### config.mk
export PLATFORM = sky130hd
export DESIGN_NAME = vfd_spi_command_sequencer_core
export DESIGN_NICKNAME = d
export VERILOG_FILES = /design/src/rtl/vfdsq_pkg.sv /design/src/rtl/vfd_spi_command_sequencer_core.sv /design/src/rtl/vfdsq_cfg.sv /design/src/rtl/vfdsq_fsm.sv
export SDC_FILE = /design/constraint.sdc
export NUM_CORES = 1
export LEC_CHECK = 0
export BUFFER_PORTS_ARGS = -buffer_cell sky130_fd_sc_hd__buf_2
export CAP_MARGIN = 20
export CORE_MARGIN = 1.5
export CORE_UTILIZATION = 27
export CTS_BUF_LIST = sky130_fd_sc_hd__clkbuf_4
export CTS_CLUSTER_DIAMETER = 200
export DETAILED_ROUTE_END_ITERATION = 8
export GPL_TIMING_DRIVEN = 1
export SLEW_MARGIN = 20
export SYNTH_ARGS = -nofsm -noshare
export SYNTH_HDL_FRONTEND = slang
export SYNTH_HIERARCHICAL = 1
export SYNTH_SLANG_ARGS = --single-unit
### constraint.sdc
create_clock -name clk_i -period 19.9 [get_ports clk_i]
set_input_delay 0.995 -clock clk_i [delete_from_list [all_inputs] [get_ports clk_i]]
set_output_delay 0.995 -clock clk_i [all_outputs]
set_load 0.05 [all_outputs]
### src/rtl/vfdsq_pkg.sv
// Shared types and constants for the display command sequencer.
// No dependencies; used by every module of the block.
`timescale 1ns / 1ps

package vfdsq_pkg;

  // Operation codes of an input beat
  localparam logic [1:0] OP_TICK = 2'd0;
  localparam logic [1:0] OP_INIT = 2'd1;
  localparam logic [1:0] OP_DISP = 2'd2;

  // Configuration register indexes
  localparam int unsigned CFG_IDX_W = 3;
  localparam logic [CFG_IDX_W-1:0] REG_HALF_BIT   = 3'd0;
  localparam logic [CFG_IDX_W-1:0] REG_BYTE_GAP   = 3'd1;
  localparam logic [CFG_IDX_W-1:0] REG_RESET      = 3'd2;
  localparam logic [CFG_IDX_W-1:0] REG_BRIGHTNESS = 3'd3;
  localparam logic [CFG_IDX_W-1:0] REG_DIGITS     = 3'd4;
  localparam int unsigned CFG_DATA_W = 16;

  // Controller command bytes
  localparam logic [7:0] CMD_DIGITS = 8'hE0;
  localparam logic [7:0] CMD_BRIGHT = 8'hE4;
  localparam logic [7:0] CMD_TEXT   = 8'h20;
  localparam logic [7:0] CMD_SHOW   = 8'hE8;

  // Register reset values
  localparam logic [7:0]  HALF_BIT_RST   = 8'd1;
  localparam logic [7:0]  BYTE_GAP_RST   = 8'd5;
  localparam logic [15:0] RESET_TICKS_RST = 16'd5000;
  localparam logic [7:0]  BRIGHTNESS_RST = 8'hFF;
  localparam logic [2:0]  DIGITS_RST     = 3'h7;

  typedef struct packed {
    logic [1:0] operation;
    logic [7:0] char0;
    logic [7:0] char1;
    logic [7:0] char2;
    logic [7:0] char3;
    logic [7:0] char4;
    logic [7:0] char5;
    logic [7:0] char6;
    logic [7:0] char7;
  } in_t;

  typedef struct packed {
    logic sck;
    logic mosi;
    logic cs_n;
    logic reset_n;
    logic busy_res;
    logic rejected;
  } out_t;

  typedef struct packed {
    logic [7:0]  half_bit_ticks;
    logic [7:0]  byte_gap_ticks;
    logic [15:0] reset_ticks;
    logic [7:0]  brightness;
    logic [2:0]  digit_count_minus_one;
  } cfg_t;

endpackage

### src/rtl/vfd_spi_command_sequencer_core.sv
// Registers: an input beat passes the input register, then the result register.
// Throughput: one beat per cycle unless the result beat is stalled; the
// single-pass next-state logic of vfdsq_fsm sits between the two registers and
// updates the sequencer state once per beat. Reset: asynchronous, active low;
// fsm pins go to sck 1, mosi 0, cs_n 1, reset_n 1; the fsm idles and config resets.
`timescale 1ns / 1ps

module vfd_spi_command_sequencer_core (
  input  logic                             clk_i,
  input  logic                             rst_ni,
  input  logic                             in_valid_i,
  output logic                             in_ready_o,
  input  vfdsq_pkg::in_t                   in_data_i,
  output logic                             out_valid_o,
  input  logic                             out_ready_i,
  output vfdsq_pkg::out_t                  out_data_o,
  input  logic                             cfg_we_i,
  input  logic [vfdsq_pkg::CFG_IDX_W-1:0]  cfg_index_i,
  input  logic [vfdsq_pkg::CFG_DATA_W-1:0] cfg_wdata_i
);
  import vfdsq_pkg::*;

  logic in_valid_q;
  in_t  in_data_q;
  logic out_valid_q;
  out_t out_data_q;
  logic step;
  cfg_t cfg;
  out_t res;

  // Process the held beat when the result register is free or draining
  assign step       = in_valid_q && (!out_valid_q || out_ready_i);
  assign in_ready_o = !in_valid_q || step;

  vfdsq_cfg u_cfg (
    .clk_i       (clk_i),
    .rst_ni      (rst_ni),
    .cfg_we_i    (cfg_we_i),
    .cfg_index_i (cfg_index_i),
    .cfg_wdata_i (cfg_wdata_i),
    .cfg_o       (cfg)
  );

  vfdsq_fsm u_fsm (
    .clk_i  (clk_i),
    .rst_ni (rst_ni),
    .step_i (step),
    .item_i (in_data_q),
    .cfg_i  (cfg),
    .res_o  (res)
  );

  // Input register
  always_ff @(posedge clk_i or negedge rst_ni) begin
    if (!rst_ni) begin
      in_valid_q <= 1'b0;
    end else if (in_ready_o) begin
      in_valid_q <= in_valid_i;
    end
  end

  always_ff @(posedge clk_i) begin
    if (in_valid_i && in_ready_o) begin
      in_data_q <= in_data_i;
    end
  end

  // Result register
  always_ff @(posedge clk_i or negedge rst_ni) begin
    if (!rst_ni) begin
      out_valid_q <= 1'b0;
    end else if (step) begin
      out_valid_q <= 1'b1;
    end else if (out_ready_i) begin
      out_valid_q <= 1'b0;
    end
  end

  always_ff @(posedge clk_i) begin
    if (step) begin
      out_data_q <= res;
    end
  end

  assign out_valid_o = out_valid_q;
  assign out_data_o  = out_data_q;

endmodule

### src/rtl/vfdsq_cfg.sv
// Configuration register bank of the display sequencer.
// Depends on vfdsq_pkg for the register indexes and the cfg_t bundle.
`timescale 1ns / 1ps

module vfdsq_cfg (
  input  logic                          clk_i,
  input  logic                          rst_ni,
  input  logic                          cfg_we_i,
  input  logic [vfdsq_pkg::CFG_IDX_W-1:0]  cfg_index_i,
  input  logic [vfdsq_pkg::CFG_DATA_W-1:0] cfg_wdata_i,
  output vfdsq_pkg::cfg_t               cfg_o
);
  import vfdsq_pkg::*;

  cfg_t cfg_q;

  // Take a write at the addressed register; drop writes beyond the list
  always_ff @(posedge clk_i or negedge rst_ni) begin
    if (!rst_ni) begin
      cfg_q.half_bit_ticks        <= HALF_BIT_RST;
      cfg_q.byte_gap_ticks        <= BYTE_GAP_RST;
      cfg_q.reset_ticks           <= RESET_TICKS_RST;
      cfg_q.brightness            <= BRIGHTNESS_RST;
      cfg_q.digit_count_minus_one <= DIGITS_RST;
    end else if (cfg_we_i) begin
      unique case (cfg_index_i)
        REG_HALF_BIT:   cfg_q.half_bit_ticks        <= cfg_wdata_i[7:0];
        REG_BYTE_GAP:   cfg_q.byte_gap_ticks        <= cfg_wdata_i[7:0];
        REG_RESET:      cfg_q.reset_ticks           <= cfg_wdata_i[15:0];
        REG_BRIGHTNESS: cfg_q.brightness            <= cfg_wdata_i[7:0];
        REG_DIGITS:     cfg_q.digit_count_minus_one <= cfg_wdata_i[2:0];
        default: ;
      endcase
    end
  end

  assign cfg_o = cfg_q;

endmodule

### src/rtl/vfdsq_fsm.sv
// Sequencer state, character store and per-beat next-state logic.
// Depends on vfdsq_pkg for in_t, out_t, cfg_t, op codes and command bytes.
`timescale 1ns / 1ps

module vfdsq_fsm (
  input  logic              clk_i,
  input  logic              rst_ni,
  input  logic              step_i,
  input  vfdsq_pkg::in_t    item_i,
  input  vfdsq_pkg::cfg_t   cfg_i,
  output vfdsq_pkg::out_t   res_o
);
  import vfdsq_pkg::*;

  typedef enum logic [2:0] {
    ST_IDLE, ST_RESET, ST_INIT_A, ST_INIT_B, ST_DISP, ST_DISP_END
  } step_e;

  typedef enum logic [1:0] {
    PH_START, PH_LOW, PH_HIGH, PH_GAP
  } phase_e;

  step_e       step_q, step_d;
  phase_e      phase_q, phase_d;
  logic [3:0]  byte_q, byte_d;
  logic [2:0]  bit_q, bit_d;
  logic [15:0] wait_q, wait_d;
  logic        sck_q, sck_d, mosi_q, mosi_d, cs_n_q, cs_n_d, rst_n_q, rst_n_d;
  logic [7:0]  char_q [8];
  logic        load_chars;
  logic        rejected;

  logic        do_begin;
  logic        do_end;
  logic [3:0]  byte_inc;
  logic [3:0]  byte_m1;
  logic [3:0]  frame_len;
  logic [7:0]  frame_byte;
  logic [15:0] half_len;
  logic        is_req;

  assign half_len = (cfg_i.half_bit_ticks == 8'd0) ? 16'd1 : {8'd0, cfg_i.half_bit_ticks};
  assign byte_inc = byte_q + 4'd1;
  assign is_req   = (item_i.operation == OP_INIT) || (item_i.operation == OP_DISP);

  // Bytes in the frame of the current step
  always_comb begin
    unique case (step_q)
      ST_INIT_A, ST_INIT_B: frame_len = 4'd2;
      ST_DISP:              frame_len = 4'd9;
      default:              frame_len = 4'd1;
    endcase
  end

  // Work out the next state for one beat
  always_comb begin
    step_d     = step_q;
    phase_d    = phase_q;
    byte_d     = byte_q;
    bit_d      = bit_q;
    wait_d     = wait_q;
    sck_d      = sck_q;
    mosi_d     = mosi_q;
    cs_n_d     = cs_n_q;
    rst_n_d    = rst_n_q;
    rejected   = 1'b0;
    load_chars = 1'b0;
    do_begin   = 1'b0;
    do_end     = 1'b0;
    byte_m1    = 4'd0;
    frame_byte = 8'd0;

    if (item_i.operation == OP_TICK) begin
      unique case (step_q)
        ST_IDLE: ;
        ST_RESET: begin
          if (wait_q > 16'd1) begin
            wait_d = wait_q - 16'd1;
          end else begin
            wait_d  = 16'd0;
            rst_n_d = 1'b1;
            step_d  = ST_INIT_A;
            phase_d = PH_START;
          end
        end
        default: begin
          if (phase_q == PH_START) begin
            cs_n_d   = 1'b0;
            byte_d   = 4'd0;
            bit_d    = 3'd0;
            do_begin = 1'b1;
          end else if (wait_q > 16'd1) begin
            wait_d = wait_q - 16'd1;
          end else begin
            wait_d = 16'd0;
            unique case (phase_q)
              PH_LOW: begin
                sck_d   = 1'b1;
                wait_d  = half_len;
                phase_d = PH_HIGH;
              end
              PH_HIGH: begin
                if (bit_q != 3'd7) begin
                  bit_d    = bit_q + 3'd1;
                  do_begin = 1'b1;
                end else if (cfg_i.byte_gap_ticks != 8'd0) begin
                  wait_d  = {8'd0, cfg_i.byte_gap_ticks};
                  phase_d = PH_GAP;
                end else begin
                  do_end = 1'b1;
                end
              end
              default: do_end = 1'b1;
            endcase
          end
        end
      endcase

      // Close the byte: next byte of the frame, or end of the frame
      if (do_end) begin
        bit_d = 3'd0;
        if (byte_inc < frame_len) begin
          byte_d   = byte_inc;
          do_begin = 1'b1;
        end else begin
          cs_n_d  = 1'b1;
          mosi_d  = 1'b0;
          byte_d  = 4'd0;
          phase_d = PH_START;
          wait_d  = 16'd0;
          priority if (step_q == ST_INIT_A) begin
            step_d = ST_INIT_B;
          end else if (step_q == ST_DISP) begin
            step_d = ST_DISP_END;
          end else begin
            step_d = ST_IDLE;
          end
        end
      end
    end else if (is_req) begin
      if (step_q != ST_IDLE) begin
        rejected = 1'b1;
      end else begin
        sck_d   = 1'b1;
        mosi_d  = 1'b0;
        cs_n_d  = 1'b1;
        rst_n_d = 1'b1;
        byte_d  = 4'd0;
        bit_d   = 3'd0;
        phase_d = PH_START;
        if (item_i.operation == OP_INIT) begin
          rst_n_d = 1'b0;
          wait_d  = (cfg_i.reset_ticks == 16'd0) ? 16'd1 : cfg_i.reset_ticks;
          step_d  = ST_RESET;
        end else begin
          load_chars = 1'b1;
          wait_d     = 16'd0;
          step_d     = ST_DISP;
        end
      end
    end

    // Start a bit: pick the byte at the chosen position, clock low, data set
    if (do_begin) begin
      byte_m1 = byte_d - 4'd1;
      unique case (step_q)
        ST_INIT_A: frame_byte = (byte_d == 4'd0) ? CMD_DIGITS
                                                 : {5'd0, cfg_i.digit_count_minus_one};
        ST_INIT_B: frame_byte = (byte_d == 4'd0) ? CMD_BRIGHT : cfg_i.brightness;
        ST_DISP:   frame_byte = (byte_d == 4'd0) ? CMD_TEXT : char_q[byte_m1[2:0]];
        default:   frame_byte = CMD_SHOW;
      endcase
      sck_d   = 1'b0;
      mosi_d  = frame_byte[bit_d];
      wait_d  = half_len;
      phase_d = PH_LOW;
    end
  end

  // Hold sequencer control state and pin levels
  always_ff @(posedge clk_i or negedge rst_ni) begin
    if (!rst_ni) begin
      step_q  <= ST_IDLE;
      phase_q <= PH_START;
      byte_q  <= 4'd0;
      bit_q   <= 3'd0;
      wait_q  <= 16'd0;
      sck_q   <= 1'b1;
      mosi_q  <= 1'b0;
      cs_n_q  <= 1'b1;
      rst_n_q <= 1'b1;
    end else if (step_i) begin
      step_q  <= step_d;
      phase_q <= phase_d;
      byte_q  <= byte_d;
      bit_q   <= bit_d;
      wait_q  <= wait_d;
      sck_q   <= sck_d;
      mosi_q  <= mosi_d;
      cs_n_q  <= cs_n_d;
      rst_n_q <= rst_n_d;
    end
  end

  // Character store, loaded by an accepted display request
  always_ff @(posedge clk_i) begin
    if (step_i && load_chars) begin
      char_q[0] <= item_i.char0;
      char_q[1] <= item_i.char1;
      char_q[2] <= item_i.char2;
      char_q[3] <= item_i.char3;
      char_q[4] <= item_i.char4;
      char_q[5] <= item_i.char5;
      char_q[6] <= item_i.char6;
      char_q[7] <= item_i.char7;
    end
  end

  assign res_o.sck      = sck_d;
  assign res_o.mosi     = mosi_d;
  assign res_o.cs_n     = cs_n_d;
  assign res_o.reset_n  = rst_n_d;
  assign res_o.busy_res = (step_d != ST_IDLE);
  assign res_o.rejected = rejected;

endmodule

* Word level (Yosys, flattened, before mapping) *
Memories as Yosys holds them, arrays and structs flattened.
Cells that the tools add are included.

operators by class
  reduce and logical (&&, ||, !) cells = 29
  equal/unequal tests = 14
  divide/modulo/power cells = 0
  add/subtract/negate cells = 4
  bitwise operators = 1
  shift-type cells = 0
  multiply operators = 0
  $lt $le $gt $ge = 3
  mux-type cells = 113

operator list
  kind                   count
  $mux 16                12
  $pmux 16 s2            2
  $mux 3                 19
  $mux 1                 50
  $mux 8                 6
  $mux 4                 7
  $pmux 8 s3             1
  $mux 2                 11
  $gt 16x1->1 const B    1
  $logic_not 16->1       1
  $sub 16x1->16 const B  1
  $eq 3x2->1 const B     4
  $reduce_and 2->1       5
  $reduce_bool 3->1      3
  $logic_not 8->1        1
  $pmux 2 s2             2
  $pmux 4 s2             1
  $reduce_bool 8->1      1
  $eq 3x1->1 const B     2
  $eq 3x3->1 const B     2
  $logic_not 3->1        2
  $reduce_or 2->1        3
  $add 4x1->4 const B    1
  $eq 2x1->1 const B     2
  17 further kinds       24

word-level totals
  input bits = 90
  memories kept = 1
  word-level logic and storage cells = 196
  register bits after elaboration = 149
  bits in read-only memories = 0
  RAM bits = 64
  latch bits = 0

memory list
  name          words  width  read ports  clocked after memory_dff  write ports  RTL line         RTL
  u_fsm.char_q  8      8      1           0                         8            vfdsq_fsm.sv:29  logic [7:0] char_q [8];

* Logic depth before layout (Yosys ltp) *
Gate-level depths: netlist of the first run.
An unclocked memory read counts as a cell.

  depth in word-level cells = 18
  depth in mapped cells = 21

* Cells and area by module *
Netlist of the first run, hierarchy kept.

modules (own cells, without submodules)
  module                          cells each  area each (µm²)  times used
  vfdsq_fsm                       575         5992.0           1
  vfd_spi_command_sequencer_core  80          2265.9           1
  vfdsq_cfg                       94          1672.9           1

* Least setup slack after synthesis of the first run *
OpenSTA, ideal clock, no wires.

  path kind = input-to-reg
  start = in out_ready_i
  end = reg u_fsm.step_q[2]
  setup slack = 10.994 ns
  data arrival time = 8.818 ns
  stages on the path = 6
  setup time = 0.088 ns
  data required time = 19.812 ns
  cell sequence = nand2b_1 and2_1 buf_1 inv_1 nor4_1 o32a_1

between the ends
  longest elaborated chain between the ends = 2

RTL lines
  item                    RTL line                              RTL
  start: declaration      vfd_spi_command_sequencer_core.sv:15  input logic out_ready_i,
  $logic_or 1x1->1        vfd_spi_command_sequencer_core.sv:32  assign step = in_valid_q && (!out_valid_q || out_ready_i);
  $logic_and 1x1->1       vfd_spi_command_sequencer_core.sv:32
  named net step          vfd_spi_command_sequencer_core.sv:27  logic step;
  end signal: assignment  vfdsq_fsm.sv:193                      step_q <= step_d;
  end: declaration        vfdsq_fsm.sv:23                       step_e step_q, step_d;

The timed path passes the listed nets, and every way through them passes these cells.
A chain may end at the register's enable or synchronous reset.

==> flow_summary.toml, run 1 <==
[cells_and_area]
design_area_mm2 = 0.0116
final_cell_count_no_fill = 1384
drive_gt1_share_pct = 33.4
nFillCells = 3682
fin_nets = 976
area_delta_synth_final_pct = 16.8
layout_common_cells = "edfxtp_1, buf_2, clkbuf_4"
final_common_cell = "edfxtp_1"

[clocking]
hold_buffers = 0
clock_sinks = 213
clockRootBuffer = "clkbuf_4"
path_clk_slew_ns = 0.06
cts_tree = "done"
cts_buffers = 57
clkLatencyLatePin_ns = 0.69
post_cts_resized = 0
post_cts_buffers = 0
clock_path_buffers = 3
h-tree-depth = 2

[drt]
drc_errors = 0
avgViaCountPerCell = 4.74
via_count = 6563
ant_nets = 0
drt_pass1_iterations = 5
wl_per_cell_um = 16.4
wirelength_um = 22700
first_iter_violations = 418

[global_routing]
grt_pass1_wl_um = 36000
overflow = 0
grt_usage_pct = 12.0
grt_pass1_vias = 6576
antenna_found_initial = 1
grt_max_degree = 76

[timing]
drv_slew = 0
finalHoldViolCount = 0
tightest_slew_ns = 1.00
tns_ns = 0
rsz0062_at_grt = "no"
holdWs_ns = 0.105
finalCritPeriodShare_pct = 26.0
relSlewSlack_pct = 33.1
fin_skew_ns = 0.0218
max_freq_mhz = 193
fin_crit_ns = 5.18
setup_viol = 0

[worst_setup_path]
arrival_ns = 5.61
r2r_cells = 14
critPathLaunchType = "flip-flop"
cp-end-kind = "flip-flop"
crit_fanout = 20
cp.required_ns = 20.34
worstSetupPathType = "reg2reg"

[yosys]
synth-simple-area-share_pct = 12.5
yosysTopAreaCellShare_pct = 41.1
synth_fa_ha_area_share_pct = 1.64
synth_edf_count = 136
ys.flop_type = "edfxtp_1"
ys_seq_area_share_pct = 60.8
yosys-top-cells-area = "edfxtp_1, dfrtp_1, dfstp_2, mux2_2, o21ai_0"
synth_top_family_by_area = "simple AND/OR/NAND/NOR gates"
syn_avg_cell_area_um2 = 13.3
yosys_warnings = 6
synth-compound-area-share_pct = 12.1
synth.largest_area_cell = "edfxtp_1"
syn-cell-area_mm2 = 0.00993
synth-xor-area-share_pct = 0.630
synth_nets = 852
muxShareOfSynthArea_pct = 9.56
synthArstFlopShare_pct = 36.2
synth.distinct_cells = 89
syn_inst = 749
synth_seq_cells = 213

[die]
dieArea_mm2 = 0.0379
start_util_pct = 27.3
die_y_um = 195
die_w_um = 195
row_count = 70
io_pins = 98
design.core.area_mm2 = 0.0364

[place]
place_area_mm2 = 0.0109
place.port_buffers = 97
finalWeightedCongestion = 0.852
placedCellCount = 1281
dp_hpwl_um = 15900

[power_and_ir_drop]
power_leakage_nw = 4.36
irDropWorstVdd_uv = 71.4
power_density_mw_per_mm2 = 124
p_total_mw = 1.43

[hold_path]
worstHoldPathType = "in2async"

[run]
drv_cap = 0

[status]
status = "finished clean"
## final cells by class
| class | count | area, µm² | area share (%) |
|---|---|---|---|
| Sequential cell | 213 | 6040 | 52.1 |
| Multi-Input combinational cell | 482 | 3640 | 31.4 |
| Clock buffer | 83 | 623 | 5.37 |
| Tap cell | 468 | 586 | 5.05 |
| Timing Repair Buffer | 105 | 552 | 4.76 |
| Clock inverter | 18 | 106 | 0.917 |
| Inverter | 14 | 52.6 | 0.453 |
| Antenna cell | 1 | 2.50 | 0.0216 |
## layer usage
layer	vias up	track usage, %	share of wire [%]
li1	3160	-	-
met1	3129	16.0	45
met2	231	19.0	46
met3	43	2.93	6.2
met4	0	4.74	2.4
met5	-	0	0
## flip-flops by register name, indices dropped and copies added (netlist names)
name	flops
u_fsm/cs_n_q	1
u_fsm/char_q	64
u_fsm/phase_q	2
out_data_o	6
u_fsm/mosi_q	1
u_fsm/sck_q	1
u_fsm/bit_q	3
u_fsm/rst_n_q	1
u_fsm/step_q	3
u_cfg/cfg_o	43
in_valid_q	1
u_fsm/wait_q	16
u_fsm/byte_q	4
in_data_q	66
out_valid_o	1
## metrics by stage
step           utilization [%]  worst slack [ns]
2_1_floorplan                -             10.99
3_3_place_gp              29.8             14.96
3_5_place_dp              29.8             14.83
4_1_cts                   31.8             14.83
5_1_grt                   31.8             14.43
6_report                  31.8             14.72
## report_power, final
| group | total [mW] | switching (mW) | internal (mW) | leakage [nW] |
|---|---|---|---|---|
| sequential | 0.596 | 0.0601 | 0.536 | 2.18 |
| combinational | 0.454 | 0.277 | 0.177 | 1.75 |
| clock | 0.383 | 0.178 | 0.204 | 0.431 |
| total | 1.43 | 0.515 | 0.918 | 4.36 |
## synth_stat cells (6+ instances only)
library cell	count
edfxtp_1	136
mux2i_1	14
ha_1	13
a22oi_1	20
nor2b_1	6
nor2_1	52
dfrtp_1	55
nand3_1	12
mux2_2	49
and3_1	6
buf_4	8
a22o_1	6
o21ai_0	47
dfstp_2	22
nand2b_1	9
and2_1	8
a21oi_1	18
nor4_1	8
clkbuf_1	17
buf_2	9
o21ai_1	9
nor3_1	22
nand2_1	57
a211oi_1	6
inv_1	13
## final timing paths
check,slack (ns),end,startpoint
max,14.72,out_data_o[4]$_DFFE_PP_,u_fsm/step_q[1]$_DFFE_PN0P_
min,0.10,in_valid_q$_DFFE_PN0P_,rst_ni
max reg2reg,14.72,out_data_o[4]$_DFFE_PP_,u_fsm/step_q[1]$_DFFE_PN0P_
min reg2reg,0.41,u_fsm/char_q[1][4]$_DFFE_PP_,in_data_q[52]$_DFFE_PP_
max in group asynchronous,18.89,u_cfg/cfg_o[34]$_DFFE_PN0P_,rst_ni
min in group clk_i,0.41,u_fsm/char_q[1][4]$_DFFE_PP_,in_data_q[52]$_DFFE_PP_
## worst max-delay path, stage by stage, from the launching register on
cell      delay, ns
dfrtp_1        0.53
nor2b_1        0.45
inv_1          0.19
ha_1           0.34
a21boi_1       0.13
o41ai_1        0.80
and3_1         0.30
a22oi_1        0.10
ha_1           0.79
mux4_1         0.40
mux2_2         0.32
a221oi_2       0.22
a211oi_1       0.08
a31oi_2        0.19
o21ai_1        0.09
## cells by family after synthesis
logic type                 Yosys count
xor gates and xnor gates             5
buffers and inverters               54
muxes                               74
and+or+nand+nor                    220
AOI/OAI and AO/OA                  170
adders and majority gates           13
DFF                                213
Power figures use the tool's default switching activity.
==> run 2: changes to the inputs <==
- clock period: 19.9 -> 4.9 ns (I/O delays scaled with it)
==> run 2 against run 1 <==
Against the previous run: non-clock buffer count rose by 95; first-iteration DRC count fell by 3.3%; setup slack worse by 14 ns; total power grew to 4.2 times the previous value; clock power grew to 4.0 times the previous value; critical endpoint unchanged; largest cell class unchanged.
==> flow_summary.toml, run 2 (synthesized netlist as in run 1, its figures left out) <==
[worst_setup_path]
worstSetupPathType = "reg2reg"
critical-path-top-delay-family = "compound AO/OA/AOI/OAI gates"
arrival_ns = 4.88
startpoint = "u_fsm/step_q[1]$_DFFE_PN0P_"
cp.required_ns = 5.33
cp_slowest_cell = "o41ai_1"
crit_fanout = 14
cp-end-kind = "flip-flop"
crit_buf_inv = 2
critPathLaunchType = "flip-flop"
worstReg2RegStart = "u_fsm/step_q[1]$_DFFE_PN0P_"
crit_cells = 15
max_stage_delay_ns = 0.51
worstPathCellList = "nor2_2 > and2_1 > inv_1 > ha_1 > o41ai_1 > a22oi_1 > mux2i_2 > inv_2 > ha_2 > mux4_1 > mux2_2 > a221oi_2 > a211oi_1 > a31oi_2 > o21ai_1"
r2r_cells = 15

[status]
status = "finished clean"

[global_routing]
grt_max_degree = 78
antenna_found_initial = 1
grt_pass1_vias = 7237
overflow = 0
grt_pass1_wl_um = 39000
grt_usage_pct = 12.8

[clocking]
h-tree-depth = 2
post_cts_buffers = 0
clkLatencyLatePin_ns = 0.70
clock_path_buffers = 3
cts_tree = "done"
cts_buffers = 58
path_clk_slew_ns = 0.08
clock_sinks = 213
clockRootBuffer = "clkbuf_4"

[drt]
via_count = 7066
wirelength_um = 24200
drc_errors = 0
avgViaCountPerCell = 4.79
wl_per_cell_um = 16.4
drt_pass1_iterations = 5
ant_nets = 0
first_iter_violations = 404

[cells_and_area]
layout_common_cells = "edfxtp_1, buf_2, dlygate4sd3_1"
largest_reg_flops = 66
final_common_cell = "edfxtp_1"
regMostFlops = "in_data_q"
drive_gt1_share_pct = 31.5
fin_nets = 1072
area_delta_synth_final_pct = 26.2

[die]
die_w_um = 195
die_y_um = 195
row_count = 70
dieArea_mm2 = 0.0379
io_pins = 98
start_util_pct = 27.3
design.core.area_mm2 = 0.0364

[hold_path]
hp-start = "cfg_index_i[2]"
worstHoldPathType = "in2reg"
hold_path_depth = 3

[timing]
tns_ns = 0
drv_slew = 0
setup_viol = 0
fin_skew_ns = 0.0382
tightest_slew_ns = 1.02
relSlewSlack_pct = 32.3
finalCritPeriodShare_pct = 90.8
finalHoldViolCount = 0
rsz0062_at_grt = "no"
max_freq_mhz = 225
fin_crit_ns = 4.45
setup_slack_ns = 0.451

[place]
place.port_buffers = 97
place_ws_ns = 0.293
finalWeightedCongestion = 0.867
dp_hpwl_um = 16200

[power_and_ir_drop]
power_leakage_nw = 4.75
power_density_mw_per_mm2 = 475
irDropWorstVdd_uv = 217

[run]
drv_cap = 0
-- run 2: changes by cell type in the layout (fill, tap and decap cells not counted), sizes merged --
cell	previous run	this run
dlygate4sd3	0	88
buf	105	112
clkinv	15	10
clkbuf	83	86
bufinv	1	0
-- run 2: area by class of cell --
cell class                 count  area (µm²)
clock buffer                  86         646
sequential                   213        6040
fill                        3608       23900
timing repair buffer         200        1490
inverter                      14        52.6
multi-input combinational    482        3650
antenna                        1        2.50
clock inverter                12        68.8
tap                          468         586
-- run 2: power by group --
group	switching [mW]	leakage, nW	internal, mW	total (mW)
logic	1.19	2.15	0.819	2.01
registers	0.226	2.18	2.18	2.40
clock network	0.734	0.426	0.801	1.53
total	2.15	4.75	3.80	5.95
-- run 2: timing repair --
action	CTS	global route
hold buffers	88	0
gates resized for setup	0	2
setup endpoints to repair	0	2
endpoints found under the hold margin	166	0
-- run 2: worst paths after layout --
kind                                                 to  slack [ns]
min reg2reg                u_fsm/char_q[0][5]$_DFFE_PP_        0.41
max                             out_data_o[4]$_DFFE_PP_        0.45
min in group asynchronous   u_fsm/byte_q[3]$_DFFE_PN0P_        0.18
min                         u_cfg/cfg_o[38]$_DFFE_PN0P_        0.05
max reg2reg                     out_data_o[4]$_DFFE_PP_        0.45
max in group asynchronous  u_fsm/wait_q[12]$_DFFE_PN0P_        4.16
-- run 2: through the flow --
step | cells | utilization, % | cell area [µm²] | hold WS [ns] | power, mW
floorplan | 749 | - | 9950 | -0.0506 | 3.84
global placement | 1288 | 30.0 | 10900 | 0.402 | 4.33
detailed placement | 1288 | 30.0 | 10900 | 0.406 | 4.36
CTS | 1474 | 34.3 | 12500 | 0.00140 | 5.99
global route | 1476 | 34.4 | 12500 | 0.0309 | 6.33
finish | 1476 | 34.4 | 12500 | 0.0536 | 5.95
-- run 2: routing by layer --
metal	vias up	global-route usage (%)	wire length [µm]	share of wire (%)
met1	3447	17.0	11000	45
met2	237	20.9	11500	47
met3	37	2.52	1330	5.5
met4	0	4.42	388	1.6
li1	3345	-	-	-
met5	-	0	0	0
-- run 2: worst register-to-register path: stages (launching register included) --
cell and delay [ns]:
dfrtp_1 0.49, nor2_2 0.27, and2_1 0.30, inv_1 0.11
ha_1 0.25, o41ai_1 0.51, a22oi_1 0.16, mux2i_2 0.24
inv_2 0.11, ha_2 0.51, mux4_1 0.35, mux2_2 0.31
a221oi_2 0.22, a211oi_1 0.08, a31oi_2 0.20, o21ai_1 0.09
==> run 3: changes to the inputs <==
--- a/config.mk
+++ b/config.mk
@@ -10,3 +10,3 @@
 export CORE_MARGIN = 1.5
-export CORE_UTILIZATION = 27
+export CORE_UTILIZATION = 35
 export CTS_BUF_LIST = sky130_fd_sc_hd__clkbuf_4
==> constraint.sdc (replaced) <==
create_clock -name clk_i -period 4.9 [get_ports clk_i]
set_input_delay 0.49 -clock clk_i [delete_from_list [all_inputs] [get_ports clk_i]]
set_output_delay 0.49 -clock clk_i [all_outputs]
set_load 0.05 [all_outputs]
==> run 3 against run 2 <==
Against the previous run: critical path depth unchanged; clock power is essentially flat; combinational power decreased by 3%; non-clock buffer count fell by 19; final area down 2.5%; first-iteration DRC count grew 1.2%; critical path type unchanged; fmax is 2.6% lower; critical endpoint unchanged; via count down 2.0%; sequential power about the same; setup slack got worse by 0.12 ns; global-route usage up 3.6 points.
==> flow_summary.toml, run 3 (synthesized netlist as in run 1, its figures left out) <==
[power_and_ir_drop]
power_density_mw_per_mm2 = 483
power_leakage_nw = 4.68
irDropWorstVdd_uv = 244

[clocking]
clkLatencyLatePin_ns = 0.70
clockRootBuffer = "clkbuf_4"
post_cts_resized = 0
h-tree-depth = 2
cts_tree = "done"
clock_path_buffers = 3
cts_buffers = 55
clock_sinks = 213
path_clk_slew_ns = 0.06
post_cts_buffers = 0
hold_buffers = 68

[timing]
rsz0062_at_grt = "no"
finalHoldViolCount = 0
max_freq_mhz = 219
relSlewSlack_pct = 32.4
setup_slack_ns = 0.332
tightest_slew_ns = 1.01
drv_slew = 0
setup_viol = 0
fin_skew_ns = 0.0785
tns_ns = 0
finalCritPeriodShare_pct = 93.2
fin_crit_ns = 4.57

[worst_setup_path]
crit_buf_inv = 2
worstSetupPathType = "reg2reg"
cp.required_ns = 5.32
crit_fanout = 15
critical-path-top-delay-family = "compound AO/OA/AOI/OAI gates"
arrival_ns = 4.99
max_stage_delay_ns = 0.65
cp-end-kind = "flip-flop"
worstPathCellList = "nor2_1 > and2_1 > inv_1 > ha_1 > o41ai_1 > a22oi_1 > mux2i_2 > inv_2 > ha_1 > mux4_1 > mux2_2 > a221oi_2 > a211oi_1 > a31oi_2 > o21ai_1"
critPathLaunchType = "flip-flop"
rrSetupSlack_ns = 0.33
crit_top_cell = "ha_1"
cp_slowest_cell = "ha_1"

[global_routing]
grt_max_degree = 67
overflow = 0
antenna_found_initial = 1
grt_usage_pct = 16.4
grt_pass1_wl_um = 37400
grt_pass1_vias = 7034

[drt]
ant_nets = 0
wirelength_um = 23500
drc_errors = 0
wl_per_cell_um = 17.2
via_count = 6922
first_iter_violations = 409
avgViaCountPerCell = 5.06
drt_pass1_iterations = 6

[place]
dp_hpwl_um = 15700
placedCellCount = 1198
finalWeightedCongestion = 0.842
place.port_buffers = 97
place_ws_ns = 0.403

[cells_and_area]
seqCellArea_mm2 = 0.00604
nFillCells = 2520
final_common_cell = "edfxtp_1"
drive_gt1_share_pct = 32.0
largest_reg_flops = 66
multi_input_area_mm2 = 0.00365
layout_common_cells = "edfxtp_1, buf_2, clkbuf_4"
area_delta_synth_final_pct = 23.1
fin_nets = 1050
regMostFlops = "in_data_q"
final_cell_count_no_fill = 1368

[die]
die_w_um = 171
io_pins = 98
dieArea_mm2 = 0.0294
start_util_pct = 35.6
design.core.area_mm2 = 0.0279
row_count = 61
die_y_um = 171

[status]
status = "finished clean"

[hold_path]
worstHoldPathType = "in2reg"

[run]
drv_cap = 0
[run 3: final cells by class]
class | count | share of cell area (%)
antenna | 1 | 0.0205
timing repair buffer | 181 | 10.5
multi-input combinational | 482 | 29.8
inverter | 14 | 0.430
clock buffer | 87 | 5.34
clock inverter | 12 | 0.573
sequential | 213 | 49.4
tap | 378 | 3.87
[run 3: routing by layer]
layer	up-vias	global-route usage, %	routed length (µm)
met5	-	0	0
met4	0	6.25	532
met3	50	3.22	1170
met2	214	27.3	11500
met1	3347	21.1	10300
li1	3311	-	-
[run 3: power by group]
group          switching [mW]  internal, mW  leakage, nW
Combinational            1.16         0.797         2.07
Sequential              0.237          2.18         2.18
Clock                   0.723         0.811        0.435
[run 3: through the flow]
stage	instance area (µm²)	hold slack, ns	utilization [%]	power [mW]
2_1_floorplan	9950	0.194	-	3.84
3_3_place_gp	10800	0.401	38.8	4.32
3_5_place_dp	10800	0.405	38.8	4.34
4_1_cts	12200	0.00969	43.8	5.96
5_1_grt	12200	0.00215	43.9	6.31
6_report	12200	0.0633	43.9	5.90
[run 3: final timing paths]
kind	startpoint	to	cells after the start
min in group asynchronous	rst_ni	u_fsm/byte_q[3]$_DFFE_PN0P_	2
worst min register to register	in_data_q[27]$_DFFE_PP_	u_fsm/char_q[4][3]$_DFFE_PP_	0
max in group asynchronous	rst_ni	u_cfg/cfg_o[14]$_DFFE_PN1P_	3
worst max register to register	u_fsm/step_q[1]$_DFFE_PN0P_	out_data_o[4]$_DFFE_PP_	15
worst min-delay path	cfg_wdata_i[11]	u_cfg/cfg_o[22]$_DFFE_PN0P_	2
worst max-delay path	u_fsm/step_q[1]$_DFFE_PN0P_	out_data_o[4]$_DFFE_PP_	15
